--- src/hw/rtl/cle_pkg.sv ---
// ----------------------------------------------------------------------------
// Console line editor package
// Shared constants, codes and the command word passed from front to back.
// ----------------------------------------------------------------------------
package cle_pkg;

  localparam int BUFFER_DEPTH = 1024;
  localparam int MAX_READ     = 64;
  localparam int PTR_W        = $clog2(BUFFER_DEPTH);
  localparam int CNT_W        = $clog2(BUFFER_DEPTH + 1);
  localparam int RC_W         = 7;
  localparam int WIDE_W       = (CNT_W > RC_W) ? CNT_W : RC_W;
  localparam int CFG_IDX_W    = 1;

  localparam logic [CFG_IDX_W-1:0] CFG_LINE_EDITING = 1'd0;
  localparam logic [CFG_IDX_W-1:0] CFG_KBD_INTERCEPT = 1'd1;

  localparam logic [7:0] CH_BS  = 8'h08;
  localparam logic [7:0] CH_LF  = 8'h0A;
  localparam logic [7:0] CH_CR  = 8'h0D;
  localparam logic [7:0] CH_SP  = 8'h20;
  localparam logic [7:0] CH_DEL = 8'h7F;

  typedef enum logic [1:0] {
    KIND_ECHO = 2'd0,
    KIND_DATA = 2'd1,
    KIND_NONE = 2'd2
  } kind_t;

  typedef enum logic [2:0] {
    CMD_CHAR = 3'd0,
    CMD_NL   = 3'd1,
    CMD_BS   = 3'd2,
    CMD_RAW  = 3'd3,
    CMD_READ = 3'd4
  } cmd_op_t;

  typedef struct packed {
    cmd_op_t         op;
    logic [7:0]      data;
    logic [RC_W-1:0] want;
  } cmd_t;

  function automatic logic [PTR_W-1:0] ptr_inc(input logic [PTR_W-1:0] p);
    ptr_inc = (p == PTR_W'(BUFFER_DEPTH - 1)) ? '0 : p + 1'b1;
  endfunction

  function automatic logic [PTR_W-1:0] ptr_dec(input logic [PTR_W-1:0] p);
    ptr_dec = (p == '0) ? PTR_W'(BUFFER_DEPTH - 1) : p - 1'b1;
  endfunction

endpackage

--- src/hw/rtl/cle_front.sv ---
// ----------------------------------------------------------------------------
// Front end
// Holds the mode registers, accepts words and classifies them into commands.
// ----------------------------------------------------------------------------
module cle_front import cle_pkg::*; (
  input  logic                 clk,
  input  logic                 rst_n,
  input  logic                 cfg_we,
  input  logic [CFG_IDX_W-1:0] cfg_index,
  input  logic                 cfg_wdata,
  input  logic                 in_valid,
  output logic                 in_ready,
  input  logic                 in_op,
  input  logic [7:0]           in_key_byte,
  input  logic [RC_W-1:0]      in_read_count,
  input  logic                 q_full,
  output logic                 q_push,
  output cmd_t                 q_cmd
);

  logic line_editing_r, line_editing_nxt;
  logic kbd_int_r, kbd_int_nxt;

  always_comb begin
    line_editing_nxt = line_editing_r;
    kbd_int_nxt      = kbd_int_r;
    if (cfg_we) begin
      case (cfg_index)
        CFG_LINE_EDITING:  line_editing_nxt = cfg_wdata;
        CFG_KBD_INTERCEPT: kbd_int_nxt      = cfg_wdata;
        default: ;
      endcase
    end
  end

  always_ff @(posedge clk) begin
    if (!rst_n) begin
      line_editing_r <= 1'b1;
      kbd_int_r      <= 1'b0;
    end else begin
      line_editing_r <= line_editing_nxt;
      kbd_int_r      <= kbd_int_nxt;
    end
  end

  assign in_ready = !q_full;
  assign q_push   = in_valid && !q_full;

  // Read counts are clamped here so the back end sees 1 to MAX_READ.
  always_comb begin
    q_cmd.data = in_key_byte;
    q_cmd.want = in_read_count;
    if (in_read_count == '0) begin
      q_cmd.want = RC_W'(1);
    end else if (in_read_count > RC_W'(MAX_READ)) begin
      q_cmd.want = RC_W'(MAX_READ);
    end
    if (in_op) begin
      q_cmd.op = CMD_READ;
    end else if (!line_editing_r) begin
      q_cmd.op = CMD_RAW;
      if (!kbd_int_r && in_key_byte == CH_BS) begin
        q_cmd.data = CH_DEL;
      end
    end else if (in_key_byte == CH_CR || in_key_byte == CH_LF) begin
      q_cmd.op = CMD_NL;
    end else if (in_key_byte == CH_BS || in_key_byte == CH_DEL) begin
      q_cmd.op = CMD_BS;
    end else begin
      q_cmd.op = CMD_CHAR;
    end
  end

endmodule

--- config.mk ---
export PLATFORM = sky130hd
export DESIGN_NAME = cle_front
export DESIGN_NICKNAME = d
export VERILOG_FILES = /design/src/hw/rtl/cle_pkg.sv /design/src/hw/rtl/cle_front.sv
export SDC_FILE = /design/constraint.sdc
export NUM_CORES = 1
export LEC_CHECK = 0
export ABC_CLOCK_PERIOD_IN_PS = 1350
export BUFFER_PORTS_ARGS = -buffer_cell sky130_fd_sc_hd__buf_2
export CAP_MARGIN = 20
export CORE_AREA = 5 5 42 44
export DETAILED_ROUTE_END_ITERATION = 8
export DIE_AREA = 0 0 47 49
export MAX_ROUTING_LAYER = met4
export PLACE_DENSITY = 0.62
export SYNTH_ARGS = -nofsm -noshare
export SYNTH_HDL_FRONTEND = slang
export SYNTH_SLANG_ARGS = --single-unit
--- constraint.sdc ---
create_clock -name clk -period 1.35 [get_ports clk]
set_clock_uncertainty 0.15 [all_clocks]
set_input_delay 0.27 -clock clk [delete_from_list [all_inputs] [get_ports clk]]
set_output_delay 0.27 -clock clk [all_outputs]
set_load 0.02 [all_outputs]
==> results of run 1 <==
layer usage:
metal	wire [um]	vias up
li1	-	241
met1	400	208
met2	536	44
met3	253	4
met4	41	0
met5	0	-
worst max-delay path, delay by kind of cell (launching register included):
family / cells / cell delay (ns)
buf+inv: 1 / 0.13
flops: 1 / 0.31
simple gates: 3 / 0.50
kinds of logic after synthesis:
logic type,count (synthesis)
simple gates,30
buf+inv,5
compound gates,4
mux,2
flops,2
synthesized netlist by cell type:
cell and number:
nand2b_1 7, nor2b_1 7, clkbuf_1 3, nor2_1 3, nor3_1 3, a21oi_1 2, dfxtp_1 2, mux2i_1 2
nand2_1 2, a31oi_1 1, and2b_1 1, and3b_2 1, and4_1 1, buf_4 1, inv_1 1, nand3_1 1
nand4_1 1, nand4_2 1, nor3b_1 1, nor4_4 1, o211ai_1 1
cell type report:
class | count | share of cell area
multi-input combinational | 36 | 0.403
tap | 16 | 0.0299
timing repair buffer | 46 | 0.466
clock buffer | 3 | 0.0336
sequential | 2 | 0.0616
inverter | 1 | 0.00560
sequential cells by signal, indices dropped and copies added, names as in the netlist:
register / cells
line_editing_r: 1
kbd_int_r: 1
power by group through the flow:
stage                     clock [mW]  sequential (mW)  combinational [mW]
after floorplan                    0           0.0654              0.0815
after global placement             0           0.0649               0.161
after detailed placement           0           0.0649               0.162
after CTS                      0.151           0.0648               0.187
after global routing           0.148           0.0651               0.208
final                          0.142           0.0649               0.191
what timing repair did:
| item | in CTS | in global routing |
|---|---|---|
| resized for setup | 23 | 5 |
| setup endpoints to repair | 8 | 8 |
| hold buffers | 0 | 0 |
| pin swaps | 5 | 4 |
| setup buffers | 1 | 0 |
how the worst min path moves through the flow:
stage                     cells past startpoint  slack, ns        endpoint
after global routing                          2       0.08  line_editing_r
after global placement                        2       0.30  line_editing_r
final                                         2       0.06  line_editing_r
after CTS                                     2       0.05  line_editing_r
after floorplan                               1       0.18  line_editing_r
after detailed placement                      2       0.30  line_editing_r
==> flow_summary.ini, run 1 <==
[setup_path]
cp-start-kind = register
crit_required_ns = 0.93
regToRegSetupSlack_ns = 0.45
slowest_delay_ns = 0.31
crit_arrival_ns = 1.18
reg2reg_depth = 3
critPathKind = register to primary output
critPathMaxFanout = 6
crit_path_start = line_editing_r
r2r_end = line_editing_r
crit_chain = nor3_2 -> nand4_2 -> nand2b_1 -> buf_6
critPathSlowestCell = dfxtp_2
end_kind = primary output
endpoint = q_cmd[11]
r2r_start = line_editing_r

[clock_tree]
numCtsBuffers = 3
clock_latency_ns = 0.23
cts.sinks = 2
clkTransAtPathRegs_ns = 0.03
cts_tree = done
clockBufferDepth = 2
cts.htree.levels = 1
cts_root_buf = clkbuf_4

[cells_and_area]
finalNonFillerCells = 104
multiInputGateArea_um2 = 270
drive_gt1_frac = 0.670
final_util = 0.479
areaGrowthSynthToFinish_pct = 119
final_common_cell = buf_2
final_cell_mix = buf_2 (31), buf_6 (8), nand2b_1 (7), nor2b_1 (7), buf_4 (5)
fillers = 139
ff_latch_area_um2 = 41.3
diodes = 0
fin_nets = 113
final_area_um2 = 671

[power_and_ir_drop]
power_frac_clock = 0.356
comb_power_share = 0.481
cellPowerDensity_nw_per_um2 = 594
p_leak_nw = 0.353
power.switching_mw = 0.142
seqPwrFrac = 0.163
power_mw = 0.398
peakVddDrop_uv = 218
p_int_mw = 0.256
switching_share = 0.356

[routing]
drc_errors = 0
firstDrtPassIters = 4
drt-initial-drc-count = 10
vias_per_cell = 4.78
ant_nets = 0
vias = 497
routedWlPerCell_um = 11.8
drt-total-wl_um = 1230

[global_route]
grt_pass1_vias = 526
antenna_found_initial = 0
grt.overflow.total = 0
grt_pass1_wl_um = 2010
met2_usage = 0.192
grtUsageMet3 = 0.0258
grt_use_total = 0.124
grt.busiest_layer = met2
grtUsageMet1 = 0.120
grt_max_degree = 8

[floorplan]
start_util = 0.219
fp.dieH_um = 49
pin_count = 43
row_count = 14
fp.dieArea_um2 = 2300
die_w_um = 47
design.core.area_um2 = 1400

[sta]
slew_violations = 0
tightest_slew_ns = 0.228
fin_crit_ns = 1.60
fin_ws_ns = -0.249
fin_setup_tns_ns = -1.72
max_freq_mhz = 625
setup-violations-final = 8
hold_viol_final = 0
hold-worst-slack_ns = 0.0570
rsz0062_at_grt = yes
slew_headroom = 0.847
finalCritPeriodShare = 1.18

[yosys]
synth_area_leaders = nand2b_1 (14%), nor2b_1 (14%), dfxtp_1 (13%)
synth.area.mux_share = 0.0653
synth.distinct_cells = 21
synth_nets = 66
synthSimpleGateAreaFrac = 0.653
synth-seq-area-share = 0.131
synth_area_leader_cell = nand2b_1
yosysWarnings = 0
synth_top_area_share = 0.143
synth_fa_ha_area_frac = 0
syn_area_um2 = 307
synth_top_family_by_area = simple AND/OR/NAND/NOR gates
ys_ff_latch = 2
synth-compound-area-share = 0.0776
synth_area_per_cell_um2 = 7.13
syn_inst = 43
synthXorXnorAreaFrac = 0

[worst_hold_path]
worstHoldStart = rst_n
hp-class = input port to register

[placed_design]
routabilityCongestion = 0.726
io_buffers = 42
placed_area_um2 = 551
dp_cells = 100
place_ws_ns = -0.266
dp_hpwl_um = 908

[flow_run]
drv_cap = 0

[outcome]
outcome = complete, but fails checks
violations = negative setup slack
(Power assumes the default switching activity.)
==> run 2, diff against run 1 <==
ABC_CLOCK_PERIOD_IN_PS = 1500   (was 1350)
clock period = 1.5 ns   (was 1.35 ns; I/O delays follow)
==> run 2 against run 1 <==
Compared with the run above: the flow still finishes with violations (negative setup slack); clock power is 15% lower; design area shrank 2.4%; flip-flop and latch count stayed put; worst setup slack better by 0.12 ns; non-clock buffer count shrank 1; wire length fell by 6.7%; utilization is 1.2 points lower; combinational power shrank 12%; critical path depth up 1.
==> flow_summary.ini, run 2 (synthesized netlist as in run 1, its figures left out) <==
[outcome]
outcome = complete, but fails checks
violations = negative setup slack

[sta]
fin_setup_tns_ns = -0.868
max_freq_mhz = 616
fin_ws_ns = -0.124
tightest_slew_ns = 0.243
slew_headroom = 0.837
rsz0062_at_grt = yes
finalCritPeriodShare = 1.08
hold-worst-slack_ns = 0.0948
fin_crit_ns = 1.62
slew_violations = 0
setup-violations-final = 8
hold_viol_final = 0

[routing]
drt-total-wl_um = 1150
firstDrtPassIters = 4
drc_errors = 0
vias = 467
drt-initial-drc-count = 6
routedWlPerCell_um = 11.1
ant_nets = 0
vias_per_cell = 4.53

[global_route]
grt_max_degree = 8
grt.overflow.total = 0
grt_use_total = 0.108
grt_pass1_wl_um = 1740
antenna_found_initial = 0
grt_pass1_vias = 459

[setup_path]
reg2reg_depth = 3
regToRegSetupSlack_ns = 0.60
crit_arrival_ns = 1.17
critPathMaxFanout = 6
r2r_start = line_editing_r
cp-start-kind = input port
r2r_end = line_editing_r
crit_required_ns = 1.05
crit_chain = buf_8 -> nor4_4 -> nand4_2 -> nand2b_1 -> buf_6
worst-path-buf-inv = 2
cpLargestDelayFamily = simple AND/OR/NAND/NOR gates
endpoint = q_cmd[13]
slowest_delay_ns = 0.30
critPathKind = input port to primary output
end_kind = primary output
path_depth = 5
critPathSlowestCell = nor4_4
crit_path_start = in_key_byte[0]

[placed_design]
placed_area_um2 = 547
routabilityCongestion = 0.681
dp_hpwl_um = 933
io_buffers = 42

[cells_and_area]
final_common_cell = buf_2
largestRegisters = kbd_int_r: 1 flops, line_editing_r: 1 flops
ff_latch_area_um2 = 41.3
drive_gt1_frac = 0.644
diodes = 0
fillers = 145
final_area_um2 = 654
fin_nets = 112
areaGrowthSynthToFinish_pct = 113
final_cell_mix = buf_2 (31), buf_6 (8), nand2b_1 (7), nor2b_1 (7), buf_4 (4)
multiInputGateArea_um2 = 262

[floorplan]
design.core.area_um2 = 1400
fp.dieArea_um2 = 2300
fp.dieH_um = 49
row_count = 14
pin_count = 43
die_w_um = 47
start_util = 0.219

[clock_tree]
clkTransAtPathRegs_ns = 0.03
cts_root_buf = clkbuf_4
clock_latency_ns = 0.22
cts_tree = done
clockBufferDepth = 2
numCtsBuffers = 3
cts.sinks = 2
cts.htree.levels = 1

[power_and_ir_drop]
power_mw = 0.347
p_leak_nw = 0.346
cellPowerDensity_nw_per_um2 = 531
peakVddDrop_uv = 173

[worst_hold_path]
hp-class = input port to register
worstHoldStart = rst_n

[flow_run]
drv_cap = 0
## run 2: changes by cell type in the layout (fill, tap and decap cells not counted)
cell / change
nor3_2: -1
buf_4: -1
a21oi_1: +1
nor3_1: +1
a21oi_2: -1
## run 2: how the worst min path moves through the flow
stage | end | slack, ns | cells past startpoint
after global routing | line_editing_r | 0.11 | 2
after CTS | line_editing_r | 0.09 | 2
after detailed placement | line_editing_r | 0.34 | 2
after floorplan | line_editing_r | 0.21 | 1
final | line_editing_r | 0.09 | 2
after global placement | line_editing_r | 0.33 | 2
## run 2: per-layer routing
layer | part of all wire | GRT usage
met3 | 0.21 | 0
met4 | 0.037 | 0.111
met2 | 0.38 | 0.154
met5 | 0 | -
met1 | 0.37 | 0.127
## run 2: what timing repair did
item / 4_1_cts / 5_1_grt
hold buffers: 0 / 0
setup buffers: 0 / 0
pin swaps: 8 / 2
resized for setup: 25 / 2
setup endpoints to repair: 8 / 8
## run 2: layout make-up
type	instances	area share
tap	16	0.0306
sequential	2	0.0631
multi-input combinational	36	0.400
timing repair buffer	45	0.467
inverter	1	0.00574
clock buffer	3	0.0344
## run 2: where the power goes
| part | total [mW] | switching [mW] | internal, mW |
|---|---|---|---|
| sequential | 0.0585 | 0.00187 | 0.0566 |
| combinational | 0.168 | 0.0845 | 0.0832 |
| clock | 0.121 | 0.0328 | 0.0884 |
## run 2: through the flow
stage	setup slack, ns	cells	util
2_1_floorplan	0.0416	43	-
3_3_place_gp	-0.154	100	0.390
3_5_place_dp	-0.177	100	0.390
4_1_cts	-0.144	103	0.462
5_1_grt	-0.206	103	0.467
6_report	-0.124	103	0.467
==> run 3, diff against run 2 <==
RECOVER_POWER = 25   (was not set)
==> run 3 against run 2 <==
Compared with the run above: via count unchanged; critical endpoint unchanged; sequential share of layout area about the same; total power is 0.43% lower; first-iteration DRC count stayed put; the flow still finishes with violations (negative setup slack); clock power barely moved; utilization is 0.36 points lower; sequential power about the same; global-route usage did not move; combinational power is essentially flat; count of clock-buffer cells in the layout did not move.
==> flow_summary.ini, run 3 (synthesized netlist as in run 1, its figures left out) <==
[outcome]
outcome = complete, but fails checks
violations = negative setup slack

[clock_tree]
clock_latency_ns = 0.22
clkTransAtPathRegs_ns = 0.03
cts-hold-fix-buffers = 0
clockBufferDepth = 2
cts.sinks = 2
cts_root_buf = clkbuf_4
cts.htree.levels = 1
cts_tree = done
numCtsBuffers = 3

[placed_design]
routabilityCongestion = 0.681
dp_hpwl_um = 933
io_buffers = 42

[power_and_ir_drop]
peakVddDrop_uv = 173
p_leak_nw = 0.340
cellPowerDensity_nw_per_um2 = 533
power_mw = 0.346

[floorplan]
start_util = 0.219
fp.dieArea_um2 = 2300
fp.dieH_um = 49
pin_count = 43
design.core.area_um2 = 1400
die_w_um = 47
row_count = 14

[cells_and_area]
drive_gt1_frac = 0.621
fin_nets = 112
final_util = 0.463
final_cell_mix = buf_2 (30), buf_6 (8), nand2b_1 (7), nor2b_1 (7)
diodes = 0
final_common_cell = buf_2
fillers = 147
areaGrowthSynthToFinish_pct = 112
largestRegisters = kbd_int_r: 1 flops, line_editing_r: 1 flops

[setup_path]
r2r_end = line_editing_r
crit_required_ns = 1.05
critPathMaxFanout = 6
crit_arrival_ns = 1.17
regToRegSetupSlack_ns = 0.59
slowest_delay_ns = 0.30
cpLargestDelayFamily = simple AND/OR/NAND/NOR gates
worst-path-buf-inv = 2
r2r_start = line_editing_r
reg2reg_depth = 3
critPathKind = input port to primary output
path_depth = 5
cp-start-kind = input port
crit_chain = buf_8 -> nor4_4 -> nand4_2 -> nand2b_1 -> buf_6
end_kind = primary output
critPathSlowestCell = nor4_4

[sta]
fin_ws_ns = -0.124
hold_viol_final = 0
tightest_slew_ns = 0.243
fin_crit_ns = 1.62
slew_headroom = 0.837
setup-violations-final = 8
hold-worst-slack_ns = 0.0947
rsz0062_at_grt = yes
slew_violations = 0
max_freq_mhz = 616
finalCritPeriodShare = 1.08

[routing]
drc_errors = 0
routedWlPerCell_um = 11.1
drt-total-wl_um = 1150
vias_per_cell = 4.53
vias = 467
ant_nets = 0
drt-initial-drc-count = 6
firstDrtPassIters = 4

[global_route]
grt_max_degree = 8
grt_use_total = 0.108
grt.overflow.total = 0
antenna_found_initial = 0
grt_pass1_vias = 459
grt_pass1_wl_um = 1740

[worst_hold_path]
whs_endpoint = line_editing_r
worstHoldStart = rst_n
min_path_cells = 2
hp-class = input port to register

[flow_run]
drv_cap = 0
[run 3: where the power goes]
group	leakage, nW	switching (mW)	internal, mW
sequential	0.0160	0.00181	0.0566
combinational	0.310	0.0845	0.0817
clock	0.0138	0.0329	0.0884
[run 3: cell type report]
type / instances / area [um^2] / share of cell area
multi-input cells: 36 / 262 / 0.403
inverters: 1 / 3.75 / 0.00578
repair buffers: 45 / 300 / 0.462
clock buffers: 3 / 22.5 / 0.0347
flip-flops and latches: 2 / 41.3 / 0.0636
well taps: 16 / 20.0 / 0.0308
[run 3: worst max-delay path by stage]
stage | startpoint | to | slack, ns
3_5_place_dp | in_key_byte[0] | q_cmd[13] | -0.18
5_1_grt | in_key_byte[0] | q_cmd[13] | -0.21
4_1_cts | line_editing_r | q_cmd[13] | -0.14
2_1_floorplan | in_key_byte[7] | q_cmd[15] | 0.04
6_report | in_key_byte[0] | q_cmd[13] | -0.12
3_3_place_gp | in_key_byte[0] | q_cmd[13] | -0.15
[run 3: routing by layer]
layer	vias up	global-route usage	share of wire
met1	185	0.127	0.37
met3	4	0	0.21
li1	236	-	-
met4	0	0.111	0.037
met2	42	0.154	0.38
met5	-	-	0
[run 3: what timing repair did]
action,CTS,global route
gates resized for setup,25,2
buffers inserted,0,0
setup endpoints to repair,8,8
pin swaps,8,2
[run 3: metrics by stage]
stage	cell area (um^2)	setup slack (ns)	TNS, ns	std cells
2_1_floorplan	313	0.0416	0	43
3_3_place_gp	547	-0.154	-1.15	100
3_5_place_dp	547	-0.177	-1.32	100
4_1_cts	647	-0.144	-1.00	103
5_1_grt	649	-0.206	-1.48	103
6_report	649	-0.124	-0.869	103
