===== config.mk =====
export PLATFORM = sky130hd
export DESIGN_NAME = cle_queue
export DESIGN_NICKNAME = d
export VERILOG_FILES = /design/src/hw/rtl/cle_pkg.sv /design/src/hw/rtl/cle_queue.sv
export SDC_FILE = /design/constraint.sdc
export NUM_CORES = 1
export LEC_CHECK = 0
export BUFFER_PORTS_ARGS = -buffer_cell sky130_fd_sc_hd__buf_2
export CAP_MARGIN = 5
export CORE_MARGIN = 2
export CORE_UTILIZATION = 48
export CTS_BUF_LIST = sky130_fd_sc_hd__clkbuf_4
export DETAILED_ROUTE_END_ITERATION = 7
export PLACE_DENSITY = 0.74
export SLEW_MARGIN = 0
export SYNTH_ARGS = -nofsm -noshare
export SYNTH_HDL_FRONTEND = slang
export SYNTH_SLANG_ARGS = --single-unit

===== constraint.sdc =====
create_clock -name clk -period 1.7 [get_ports clk]
set_input_delay 0 -clock clk [delete_from_list [all_inputs] [get_ports clk]]
set_output_delay 0 -clock clk [all_outputs]
set_load 0.01 [all_outputs]

===== src/hw/rtl/cle_pkg.sv =====
// ----------------------------------------------------------------------------
// Console line editor package
// Shared constants, codes and the command word passed from front to back.
// ----------------------------------------------------------------------------
package cle_pkg;

  localparam int BUFFER_DEPTH = 1024;
  localparam int MAX_READ     = 64;
  localparam int PTR_W        = $clog2(BUFFER_DEPTH);
  localparam int CNT_W        = $clog2(BUFFER_DEPTH + 1);
  localparam int RC_W         = 7;
  localparam int WIDE_W       = (CNT_W > RC_W) ? CNT_W : RC_W;
  localparam int CFG_IDX_W    = 1;

  localparam logic [CFG_IDX_W-1:0] CFG_LINE_EDITING = 1'd0;
  localparam logic [CFG_IDX_W-1:0] CFG_KBD_INTERCEPT = 1'd1;

  localparam logic [7:0] CH_BS  = 8'h08;
  localparam logic [7:0] CH_LF  = 8'h0A;
  localparam logic [7:0] CH_CR  = 8'h0D;
  localparam logic [7:0] CH_SP  = 8'h20;
  localparam logic [7:0] CH_DEL = 8'h7F;

  typedef enum logic [1:0] {
    KIND_ECHO = 2'd0,
    KIND_DATA = 2'd1,
    KIND_NONE = 2'd2
  } kind_t;

  typedef enum logic [2:0] {
    CMD_CHAR = 3'd0,
    CMD_NL   = 3'd1,
    CMD_BS   = 3'd2,
    CMD_RAW  = 3'd3,
    CMD_READ = 3'd4
  } cmd_op_t;

  typedef struct packed {
    cmd_op_t         op;
    logic [7:0]      data;
    logic [RC_W-1:0] want;
  } cmd_t;

  function automatic logic [PTR_W-1:0] ptr_inc(input logic [PTR_W-1:0] p);
    ptr_inc = (p == PTR_W'(BUFFER_DEPTH - 1)) ? '0 : p + 1'b1;
  endfunction

  function automatic logic [PTR_W-1:0] ptr_dec(input logic [PTR_W-1:0] p);
    ptr_dec = (p == '0) ? PTR_W'(BUFFER_DEPTH - 1) : p - 1'b1;
  endfunction

endpackage


===== src/hw/rtl/cle_queue.sv =====
// ----------------------------------------------------------------------------
// Command queue
// Two-entry queue of classified commands between the front and the back.
// ----------------------------------------------------------------------------
module cle_queue import cle_pkg::*; (
  input  logic clk,
  input  logic rst_n,
  input  logic push,
  input  cmd_t cmd_in,
  output logic full,
  input  logic pop,
  output cmd_t cmd_out,
  output logic empty
);

  cmd_t       slot_r [2];
  logic       wp_r, wp_nxt;
  logic       rp_r, rp_nxt;
  logic [1:0] cnt_r, cnt_nxt;
  logic       do_push, do_pop;

  assign full    = (cnt_r == 2'd2);
  assign empty   = (cnt_r == 2'd0);
  assign cmd_out = slot_r[rp_r];
  assign do_push = push && !full;
  assign do_pop  = pop && !empty;

  always_comb begin
    wp_nxt  = do_push ? ~wp_r : wp_r;
    rp_nxt  = do_pop ? ~rp_r : rp_r;
    cnt_nxt = cnt_r + {1'b0, do_push} - {1'b0, do_pop};
  end

  always_ff @(posedge clk) begin
    if (!rst_n) begin
      wp_r  <= 1'b0;
      rp_r  <= 1'b0;
      cnt_r <= 2'd0;
    end else begin
      wp_r  <= wp_nxt;
      rp_r  <= rp_nxt;
      cnt_r <= cnt_nxt;
    end
  end

  always_ff @(posedge clk) begin
    if (do_push) begin
      slot_r[wp_r] <= cmd_in;
    end
  end

endmodule


==> summary.log, run 1 <==
[outcome] run status finished, final reports clean
[yosys] Net Count, Synth 107
[global_route] GRT Overall Usage 15.44%
[clocking] number of H-tree levels 2
[worst_setup_path] register-to-register path setup slack 140 ps
[global_route] global-route wire length before repair 4029 microns
[worst_setup_path] Top Family by Delay on Critical Path adder cells
[run] max capacitance violation total 0
[die] initial core utilization 51.13%
[die] Core Footprint 3103 sq um
[detailed_routing] routed via count 941
[worst_setup_path] data required time at the worst endpoint 1920 ps
[global_route] Congestion Overflow GR 0
[worst_setup_path] Slowest cell on crit path dfxtp_2
[power] Static Leakage 0.8774 nW
[timing] period utilisation layout 92.00%
[clocking] CTS Buf Count 5
[final_layout] post-route core utilization 69.03%
[final_layout] Diodes inserted 0
[yosys] Synth warnings 0
[clocking] CTS root buf clkbuf_4
[detailed_routing] DRC marker count from the first detailed-route iteration 25
[yosys] sequential cell area fraction in the yosys report 74.45%
[timing] Relative slew margins 81.11%
[worst_setup_path] number of cells on the worst reg-to-reg path 8
[worst_hold_path] origin of the worst min-delay path pop
[timing] Final min period 1564 ps
[clocking] TritonCTS clock tree done
[worst_setup_path] endpoint kind of the worst setup timing path flip-flop
[final_layout] number of nets in the layout 178
[clocking] clk buf depth 2
[placement] count of input and output buffers 41
[timing] number of endpoints failing setup at the final stage 0
[worst_setup_path] kind of start point of the critical path flip-flop
[die] number of top-level pins 42
[yosys] synthesized area per cell 19.11 sq um
[worst_setup_path] Crit path largest cell delay 370 ps
[worst_setup_path] cell seen most often among critical-path stages ha_1
[placement] detailed placement HPWL 1693 microns
[timing] Least-Margin Pin Slew 282.9 ps
[worst_setup_path] Critical Path Fanout Max 4
[yosys] synthesis-stage register bit count 41
[die] area of the die 3781 sq um
[clocking] clock slew at reported path FFs 100 ps
[final_layout] most used cells in the layout excluding fill and tap cells buf_2 (41), edfxtp_1 (36), dlygate4sd3_1 (20), mux2_4 (10), mux2_2 (8)
[clocking] number of clock sinks seen by CTS 41
[die] cell row count 20
[worst_setup_path] WP buf/inv 1
[detailed_routing] number of iterations in the first detailed-routing pass 4
[global_route] pin count of the biggest net entering global routing 15
[worst_setup_path] worst reg2reg path endpoint cnt_r[1]
[final_layout] leading cell type in the layout, fill and taps excluded buf_2
[worst_hold_path] Worst Hold Depth 4
[die] die span in x 61.49 microns
[yosys] number of distinct library cell variants in the gate-level netlist after synthesis 18
[detailed_routing] Routed WL 2602 microns
[timing] worst clock skew 7.308 ps
[timing] Sum Neg Setup Slack 0 ps
[timing] count of endpoints failing hold in the final timing report 0
[worst_hold_path] min-delay worst type in -> reg
[global_route] number of global-route vias before repair 951
[detailed_routing] vias per cell 4.729
[timing] RSZ-0062 raised after global routing false
[timing] maximum achievable frequency 639.4 MHz
[power] worst IR drop on VDD 766.2 uV
[placement] GPL Wtd Cong 0.6952
[final_layout] share of post-route cells with drive strength above 1 49.68%
[detailed_routing] antenna violation net count after detailed routing 0
[detailed_routing] routed wire length per instance 13.08 microns
[yosys] post-synth design cell area 1587 sq um
[power] Power per Cell Area 1320 nW/um^2
[detailed_routing] number of remaining DRC errors 0
[worst_setup_path] arrival time worst endpoint 1790 ps
[global_route] number of antenna violations at the first check in global routing 0
[worst_hold_path] endpoint with the worst hold slack rp_r
[yosys] synthesized netlist cell count 83
[clocking] clock insertion delay at the later pin of the skew report 330 ps
[timing] final max-slew violation count 0
[final_layout] synthesis-to-layout area growth 35.02%
[die] vertical extent of the die 61.49 microns
[worst_setup_path] start-to-end type of the worst setup path reg -> reg
[worst_setup_path] startpoint of the worst-slack reg-to-reg timing path cnt_r[0]
[worst_setup_path] cells along the critical path nand2b_4 -> nand2_2 -> ha_1 -> inv_1 -> ha_1 -> xor2_1 -> and2_1 -> nor3_2
-- sequential cells by signal, indices dropped and copies added (netlist names), named ones only --
signal  flops
cnt_r       2
wp_r        1
rp_r        1
slot_r     36
-- stage by stage --
stage	cells	hold slack, ps	instance area [sq um]	setup WS (ps)	power (W)
floorplan	83	98.87	1589	172.6	0.002024
global placement	171	187.8	1868	145.6	0.002289
finish	199	114.2	2142	136.0	0.002828
CTS	198	17.42	2115	10.75	0.002821
global route	199	137.8	2142	31.72	0.003000
detailed placement	171	193.5	1868	15.75	0.002324
-- power breakdown --
group          leakage (nW)  internal (W)  total, W  switching, W
sequential            0.378       0.00131   0.00140     0.0000892
combinational         0.465      0.000525  0.000968      0.000443
clock                0.0338      0.000191  0.000463      0.000272
-- synthesized netlist by cell type (all sizes together) --
cell type	count	area share, %
and2	2	0.79
and3	1	0.39
buf	2	2.0
dfxtp	5	6.3
edfxtp	36	68
ha	2	1.6
inv	3	0.71
mux2	18	15
mux2i	1	0.63
nand2	2	0.47
nand2b	2	0.79
nor2	5	1.2
nor3	1	0.32
o21a	1	0.47
xnor2	1	0.55
xor2	1	0.55
-- per-layer routing --
metal | vias up | track usage, % | part of all wire [%]
li1 | 454 | - | -
met2 | 33 | 26.92 | 55
met1 | 450 | 17.36 | 39
met5 | - | 0 | 0
met4 | 0 | 7.295 | 0.92
met3 | 4 | 4.412 | 4.8
-- area by class of cell --
type / instances / area [sq um]
fill: 240 / 960.9
multi-input combinational: 37 / 380.4
clock inverter: 1 / 3.754
sequential: 41 / 1184
tap: 44 / 55.05
clock buffer: 7 / 52.55
inverter: 3 / 11.26
timing repair buffer: 66 / 455.4
-- worst max path at each step --
stage          startpoint       end  slack [ps]  cells past startpoint
2_1_floorplan    cnt_r[0]  cnt_r[1]         170                      8
3_3_place_gp     cnt_r[0]  cnt_r[1]         150                      8
3_5_place_dp     cnt_r[0]  cnt_r[1]          20                      8
4_1_cts          cnt_r[0]  cnt_r[1]          10                      8
5_1_grt          cnt_r[0]  cnt_r[1]          30                      8
6_report         cnt_r[0]  cnt_r[1]         140                      8
-- cells by family (layout without fill, tap and decap cells) --
logic type               count (synthesis)  after routing  share of synthesized area, %
AO/OA/AOI/OAI                            1              1                        0.4734
XOR/XNOR                                 2              2                         1.104
adder cells (fa/ha/maj)                  2              2                         1.577
buffers and inverters                    5             77                         2.681
flip-flops                              41             41                         74.45
multiplexers                            19             19                         15.77
AND/OR/NAND/NOR                         13             13                         3.943
-- worst min-delay path, stage by stage --
cell	delay [ps]
buf_2	80
o21a_1	150
xnor2_1	90
nor2_1	80
-- timing repair --
| item | 4_1_cts | 5_1_grt |
|---|---|---|
| setup buffers | 0 | 0 |
| setup endpoints to repair | 0 | 1 |
| hold buffers | 19 | 1 |
| gates resized for setup | 0 | 5 |
| endpoints found under the hold margin | 41 | 1 |
(Power assumes the default switching activity.)
==> inputs of run 2 (changes only) <==
Settings changed: PLACE_DENSITY 0.74 to 0.86.
==> summary.log, run 2 (synthesis results as in run 1) <==
[final_layout] leading cell type in the layout, fill and taps excluded buf_2
[worst_setup_path] kind of start point of the critical path flip-flop
[clocking] Post-CTS Repair Setup Buffers 0 [unchanged]
[clocking] number of H-tree levels 2 [unchanged]
[global_route] Congestion Overflow GR 0 [unchanged]
[final_layout] largest registers ranked by flip-flop count slot_r: 36 flops, cnt_r: 2 flops
[placement] cell area after placement 1868 sq um [unchanged]
[clocking] clock insertion delay at the later pin of the skew report 340 ps [about the same]
[timing] final max-slew violation count 0 [unchanged]
[final_layout] synthesis-to-layout area growth 34.62%
[power] Static Leakage 0.8748 nW [-0.30%]
[detailed_routing] antenna violation net count after detailed routing 0 [unchanged]
[detailed_routing] DRC marker count from the first detailed-route iteration 32 [+28%]
[global_route] GRT Overall Usage 15.52% [+0.079 points]
[final_layout] max reg flops 36 [unchanged]
[power] Flop pwr share 50.1% [+0.7 points]
[outcome] run status finished, final reports clean
[clocking] CTS root buf clkbuf_4
[global_route] pin count of the biggest net entering global routing 16 [+1]
[die] number of top-level pins 42 [unchanged]
[worst_hold_path] min-delay worst type in -> reg
[placement] GPL Wtd Cong 0.6738 [-3.1%]
[detailed_routing] number of remaining DRC errors 0 [unchanged]
[final_layout] number of nets in the layout 178 [unchanged]
[detailed_routing] routed via count 940 [-0.11%]
[power] share of power burned in the clock network 15.2% [-1.2 points]
[detailed_routing] vias per cell 4.724 [-0.11%]
[power] Final Power 0.002799 W [-1.0%]
[worst_setup_path] Critical Path Fanout Max 5 [+1]
[power] internal power 0.001984 W [-2.0%]
[power] Power per Cell Area 1310 nW/um^2 [-0.75%]
[final_layout] register ranked first by flip-flop count slot_r
[worst_setup_path] Crit path largest cell delay 370 ps [about the same]
[global_route] met2 track demand over resource in global routing 29.77% [+2.9 points]
[global_route] global-route wire length before repair 3960 microns [-1.7%]
[worst_setup_path] arrival time worst endpoint 1930 ps [+140 ps]
[worst_setup_path] WP buf/inv 1 [unchanged]
[global_route] number of global-route vias before repair 974 [+2.4%]
[power] Comb pwr share 34.7% [+0.5 points]
[die] vertical extent of the die 61.49 microns [unchanged]
[worst_setup_path] endpoint kind of the worst setup timing path flip-flop
[die] cell row count 20 [unchanged]
[global_route] busiest metal layer after global routing met2
[placement] count of input and output buffers 41 [unchanged]
[clocking] TritonCTS clock tree done
[final_layout] Diodes inserted 0 [unchanged]
[run] max capacitance violation total 0 [unchanged]
[timing] maximum achievable frequency 598.0 MHz [-6.5%]
[final_layout] total non-filler cell area in the finished layout 2136 sq um [-0.29%]
[final_layout] most used cells in the layout excluding fill and tap cells buf_2 (41), edfxtp_1 (36), dlygate4sd3_1 (20), mux2_4 (10), mux2_2 (8)
[timing] period utilisation layout 98.36% [+6.4 points]
[clocking] number of clock sinks seen by CTS 41 [unchanged]
[worst_setup_path] data required time at the worst endpoint 1960 ps [+40 ps]
[timing] Least-Margin Pin Slew 286.3 ps [+3.398 ps]
[detailed_routing] routed wire length per instance 13.71 microns [+4.8%]
[worst_setup_path] Top Family by Delay on Critical Path adder cells
[clocking] clk buf depth 2 [unchanged]
[timing] Final min period 1672 ps [+108.1 ps]
[global_route] GRT met3 Usage 4.412% [unchanged]
[detailed_routing] Routed WL 2728 microns [+4.8%]
[worst_setup_path] cell seen most often among critical-path stages ha_1
[die] die span in x 61.49 microns [unchanged]
[clocking] CTS Buf Count 5 [unchanged]
[die] Core Footprint 3103 sq um [unchanged]
[timing] worst clock skew 4.543 ps [-2.765 ps]
[timing] Sum Neg Setup Slack 0 ps [unchanged]
[final_layout] share of post-route cells with drive strength above 1 48.39% [-1.3 points]
[placement] detailed placement HPWL 1832 microns [+8.2%]
[worst_setup_path] Slowest cell on crit path dfxtp_2
[timing] Relative slew margins 80.88% [-0.23 points]
[worst_setup_path] cells along the critical path o21a_1 -> ha_1 -> inv_1 -> ha_1 -> xor2_1 -> and2_1 -> nor3_1
[worst_setup_path] start-to-end type of the worst setup path reg -> reg
[clocking] clock slew at reported path FFs 100 ps [about the same]
[power] share of total power consumed by net switching 29.11% [+0.68 points]
[global_route] met1 global-route usage 14.27% [-3.1 points]
[placement] worst-case setup slack after placement -34.44 ps [-50.19 ps]
[global_route] number of antenna violations at the first check in global routing 0 [unchanged]
[timing] count of endpoints failing hold in the final timing report 0 [unchanged]
[timing] number of endpoints failing setup at the final stage 0 [unchanged]
[die] initial core utilization 51.13% [unchanged]
[detailed_routing] number of iterations in the first detailed-routing pass 4 [unchanged]
[power] worst IR drop on VDD 768.2 uV [+0.27%]
[die] area of the die 3781 sq um [unchanged]
[power] net switching power of the design 0.0008148 W [+1.3%]
[timing] final worst slack 27.86 ps [-108.1 ps]
run 2: changes by cell type in the layout (fill, tap and decap cells not counted):
cell	change
nand2_2	-1
clkinv_1	+1
nand2_4	+1
nor3_2	-1
clkinv_2	+1
clkbuf_4	-2
nor3_1	+1
run 2: worst min-delay path, stage by stage:
cell	delay [ps]
buf_2	80
o21a_1	160
xnor2_1	90
nor2_1	70
run 2: final timing paths:
| check | from | endpoint | slack (ps) | cells after the start |
|---|---|---|---|---|
| max | cnt_r[1] | cnt_r[1] | 30 | 7 |
| max reg2reg | cnt_r[1] | cnt_r[1] | 30 | 7 |
| min | pop | rp_r | 100 | 4 |
| min reg2reg | rp_r | rp_r | 540 | 2 |
run 2: power by group through the flow:
stage	sequential (W)	clock, W	combinational, W
2_1_floorplan	0.00137	0	0.000649
3_3_place_gp	0.00140	0	0.000892
3_5_place_dp	0.00141	0	0.000925
4_1_cts	0.00139	0.000452	0.000966
5_1_grt	0.00142	0.000491	0.00105
6_report	0.00140	0.000427	0.000971
run 2: repair_timing:
item,4_1_cts,5_1_grt
hold buffers,20,0
endpoints found under the hold margin,41,0
pin swaps,1,0
resized for setup,2,3
endpoints found under the setup margin,1,1
run 2: final cells by class:
| cell class | count | area (sq um) |
|---|---|---|
| Clock inverter | 3 | 12.51 |
| Clock buffer | 5 | 37.54 |
| Inverter | 3 | 11.26 |
| Timing Repair Buffer | 66 | 455.4 |
| Multi-Input combinational cell | 37 | 380.4 |
| Tap cell | 44 | 55.05 |
| Sequential cell | 41 | 1184 |
| Fill cell | 238 | 967.2 |
run 2: through the flow:
stage                     cells  utilization, %  hold WS (ps)
after global placement      171           60.20         187.4
after global routing        199           68.83         100.1
after detailed placement    171           60.20         191.4
after floorplan              83               -         98.87
final                       199           68.83         96.04
after CTS                   199           68.39         77.66
run 2: routing by layer:
layer	share of wire (%)	vias to the layer above	wire (microns)
li1	-	454	-
met1	37	446	1013
met2	56	35	1524
met3	5.2	5	142
met4	1.8	0	48
met5	0	-	0
==> inputs of run 3 (changes only) <==
Settings changed: ABC_AREA set to 1, CORE_UTILIZATION 48 to 42, PLACE_DENSITY 0.86 to 0.77.
==> summary.log, run 3 <==
[outcome] run status finished, final reports clean
[final_layout] register ranked first by flip-flop count slot_r
[timing] final max-slew violation count 0 [unchanged]
[clocking] CTS root buf clkbuf_4
[detailed_routing] DRC marker count from the first detailed-route iteration 37 [+16%]
[worst_setup_path] data required time at the worst endpoint 1940 ps [-20 ps]
[final_layout] most used cells in the layout excluding fill and tap cells buf_2 (41), edfxtp_1 (36), dlygate4sd3_1 (21), mux2_4 (10), inv_1 (9)
[clocking] number of H-tree levels 2 [unchanged]
[worst_setup_path] arrival time worst endpoint 1830 ps [-100 ps]
[timing] count of endpoints failing hold in the final timing report 0 [unchanged]
[placement] GPL Wtd Cong 0.6187 [-8.2%]
[worst_setup_path] kind of start point of the critical path flip-flop
[yosys] number of distinct library cell variants in the gate-level netlist after synthesis 12 [-6]
[detailed_routing] met2 wire length 1359 microns [-11%]
[worst_setup_path] Crit path largest cell delay 380 ps [about the same]
[timing] Relative slew margins 75.94% [-4.9 points]
[final_layout] post-route core utilization 59.13% [-9.7 points]
[die] cell row count 22 [+10%]
[run] max capacitance violation total 0 [unchanged]
[placement] detailed placement HPWL 1915 microns [+4.5%]
[clocking] CTS Buf Count 5 [unchanged]
[global_route] Congestion Overflow GR 0 [unchanged]
[clocking] clock insertion delay at the later pin of the skew report 330 ps [about the same]
[timing] maximum achievable frequency 626.0 MHz [+4.7%]
[clocking] TritonCTS clock tree done
[timing] Least-Margin Pin Slew 360.4 ps [+74.07 ps]
[worst_setup_path] start-to-end type of the worst setup path reg -> reg
[yosys] number of synthesized flops with an enable pin 36 [unchanged]
[final_layout] largest registers ranked by flip-flop count slot_r: 36 flops, cnt_r: 2 flops
[final_layout] synthesis-to-layout area growth 35.26%
[global_route] number of antenna violations at the first check in global routing 0 [unchanged]
[yosys] Net Count, Synth 118 [+10%]
[timing] period utilisation layout 93.97% [-4.4 points]
[detailed_routing] highest layer used for signal routing met4
[timing] Final min period 1597 ps [-74.65 ps]
[worst_setup_path] Critical Path Fanout Max 4 [-1]
[die] number of top-level pins 42 [unchanged]
[final_layout] fill cell count 307 [+29%]
[detailed_routing] Routed WL 2681 microns [-1.7%]
[clocking] clk buf depth 2 [unchanged]
[timing] final worst slack 102.5 ps [+74.65 ps]
[global_route] pin count of the biggest net entering global routing 19 [+3]
[die] area of the die 4320 sq um [+14%]
[final_layout] number of nets in the layout 189 [+6.2%]
[global_route] global-route wire length before repair 4222 microns [+6.6%]
[yosys] cell types with the highest counts after synthesis edfxtp_1 (36), mux2_4 (10), inv_1 (9), nand2_1 (9)
[detailed_routing] sum of met3 wire segment lengths after detailed routing 226 microns [+59%]
[placement] Placed Instances 185 [+8.2%]
[detailed_routing] number of iterations in the first detailed-routing pass 4 [unchanged]
[global_route] number of global-route vias before repair 967 [-0.72%]
[yosys] synthesis-stage register bit count 41 [unchanged]
[worst_hold_path] min-delay worst type in -> reg
[worst_setup_path] endpoint kind of the worst setup timing path flip-flop
[placement] worst-case setup slack after placement 95.90 ps [+130.3 ps]
[final_layout] Non-Filler Instances 213 [+7.0%]
[worst_setup_path] Top Family by Delay on Critical Path adder cells
[power] Power per Cell Area 1296 nW/um^2 [-1.1%]
[clocking] Post-CTS Repair Setup Buffers 0 [unchanged]
[power] Final Power 0.002806 W [+0.26%]
[final_layout] leading cell type in the layout, fill and taps excluded buf_2
[yosys] area fraction of the dominant cell type after synthesis 67.55% [-0.59 points]
[detailed_routing] routed wire length per instance 12.59 microns [-8.2%]
[clocking] number of clock sinks seen by CTS 41 [unchanged]
[power] worst IR drop on VDD 654.4 uV [-15%]
[timing] number of endpoints failing setup at the final stage 0 [unchanged]
[final_layout] max reg flops 36 [unchanged]
[die] Core Footprint 3661 sq um [+18%]
[die] vertical extent of the die 65.73 microns [+6.9%]
[yosys] post-synth design cell area 1600 sq um [+0.87%]
[worst_setup_path] cell seen most often among critical-path stages inv_1
[die] die span in x 65.73 microns [+6.9%]
[yosys] sequential cell area fraction in the yosys report 73.81% [-0.64 points]
[detailed_routing] vias per cell 4.596 [-2.7%]
[clocking] clock slew at reported path FFs 110 ps [about the same]
[yosys] synthesized area per cell 17.02 sq um [-11%]
[power] Static Leakage 0.9035 nW [+3.3%]
[timing] RSZ-0062 raised after global routing false
[yosys] synth top area cells edfxtp_1 (68%), mux2_4 (9.4%), dfxtp_1 (6.3%)
[worst_setup_path] WP buf/inv 3 [+2]
[final_layout] Diodes inserted 0 [unchanged]
[timing] worst clock skew 11.40 ps [+6.853 ps]
[timing] Sum Neg Setup Slack 0 ps [unchanged]
[detailed_routing] met1 routed wirelength after detailed routing 1054 microns [+4.0%]
[yosys] most frequent cell after synthesis edfxtp_1
[die] initial core utilization 43.71% [-7.4 points]
[detailed_routing] routed via count 979 [+4.1%]
[placement] count of input and output buffers 41 [unchanged]
[worst_setup_path] Slowest cell on crit path dfxtp_1
[yosys] largest area contributor in the synthesized netlist edfxtp_1
[detailed_routing] antenna violation net count after detailed routing 0 [unchanged]
[yosys] synthesized netlist cell count 94 [+13%]
[worst_setup_path] cells along the critical path inv_1 -> nand2_2 -> nand2_1 -> ha_1 -> inv_1 -> ha_1 -> inv_1 -> nand2_1 -> a21oi_1 -> nor2_1
[yosys] proportion of synthesized flip-flops having asynchronous set or reset 0% [unchanged]
[yosys] Top FF cell, synth edfxtp_1
[yosys] Synth warnings 0 [unchanged]
[detailed_routing] number of remaining DRC errors 0 [unchanged]
[global_route] GRT Overall Usage 13.35% [-2.2 points]
[final_layout] share of post-route cells with drive strength above 1 43.64% [-4.8 points]
[run 3: changes by cell type in the layout (fill, tap and decap cells not counted), moves of 2 or more]
cell	previous run	this run
clkinv_1	2	0
inv_1	3	9
a21oi_1	0	2
nand2_1	1	8
nand3_1	0	3
dfxtp_2	2	0
and2_1	2	0
dfxtp_1	3	5
nor2_1	4	7
[run 3: timing repair]
item                                   CTS  global route
endpoints found under the hold margin   41             0
setup endpoints to repair                0             1
resized for setup                        0             1
hold buffers                            21             0
[run 3: logic make-up after synthesis]
group | share of synthesized area (%)
DFF | 73.81
and+or+nand+nor | 4.925
muxes | 15.01
buffers and inverters | 4.066
AOI/OAI and AO/OA | 0.6255
adders and majority gates | 1.563
[run 3: area by class of cell]
class | count | area [sq um] | area share [%]
Clock inverter | 2 | 35.03 | 1.618
Inverter | 9 | 33.78 | 1.561
Multi-Input combinational cell | 42 | 359.1 | 16.59
Timing Repair Buffer | 66 | 457.9 | 21.16
Tap cell | 48 | 60.06 | 2.775
Sequential cell | 41 | 1181 | 54.57
Clock buffer | 5 | 37.54 | 1.734
[run 3: worst reg2reg max path, stage by stage (launching register included)]
cell     delay (ps)
dfxtp_1         380
inv_1            90
nand2_2          90
nand2_1          90
ha_1            280
inv_1            40
ha_1            180
inv_1            60
nand2_1          70
a21oi_1         160
nor2_1           60
[run 3: metal layers]
layer / up-vias / GRT usage, %
li1: 480 / -
met1: 457 / 14.45
met2: 37 / 23.48
met3: 5 / 4.795
met4: 0 / 5.469
met5: - / 0
[run 3: final timing paths]
path,startpoint,to,slack (ps),cells past startpoint
worst min register to register,wp_r,wp_r,560,2
worst max register to register,cnt_r[0],cnt_r[1],100,10
worst min-delay path,cmd_in[3],slot_r[1][3],390,2
worst max-delay path,cnt_r[0],cnt_r[1],100,10
[run 3: power breakdown]
| group | internal [W] | switching [W] | total, W |
|---|---|---|---|
| logic | 0.000443 | 0.000425 | 0.000868 |
| registers | 0.00128 | 0.0000801 | 0.00136 |
| clock network | 0.000300 | 0.000276 | 0.000575 |
| total | 0.00203 | 0.000780 | 0.00281 |
[run 3: stage by stage]
| stage | instance area, sq um | hold WS [ps] |
|---|---|---|
| floorplan | 1603 | 93.45 |
| global placement | 1879 | 189.2 |
| detailed placement | 1879 | 191.6 |
| CTS | 2162 | 365.6 |
| global route | 2165 | 372.0 |
| finish | 2165 | 385.5 |
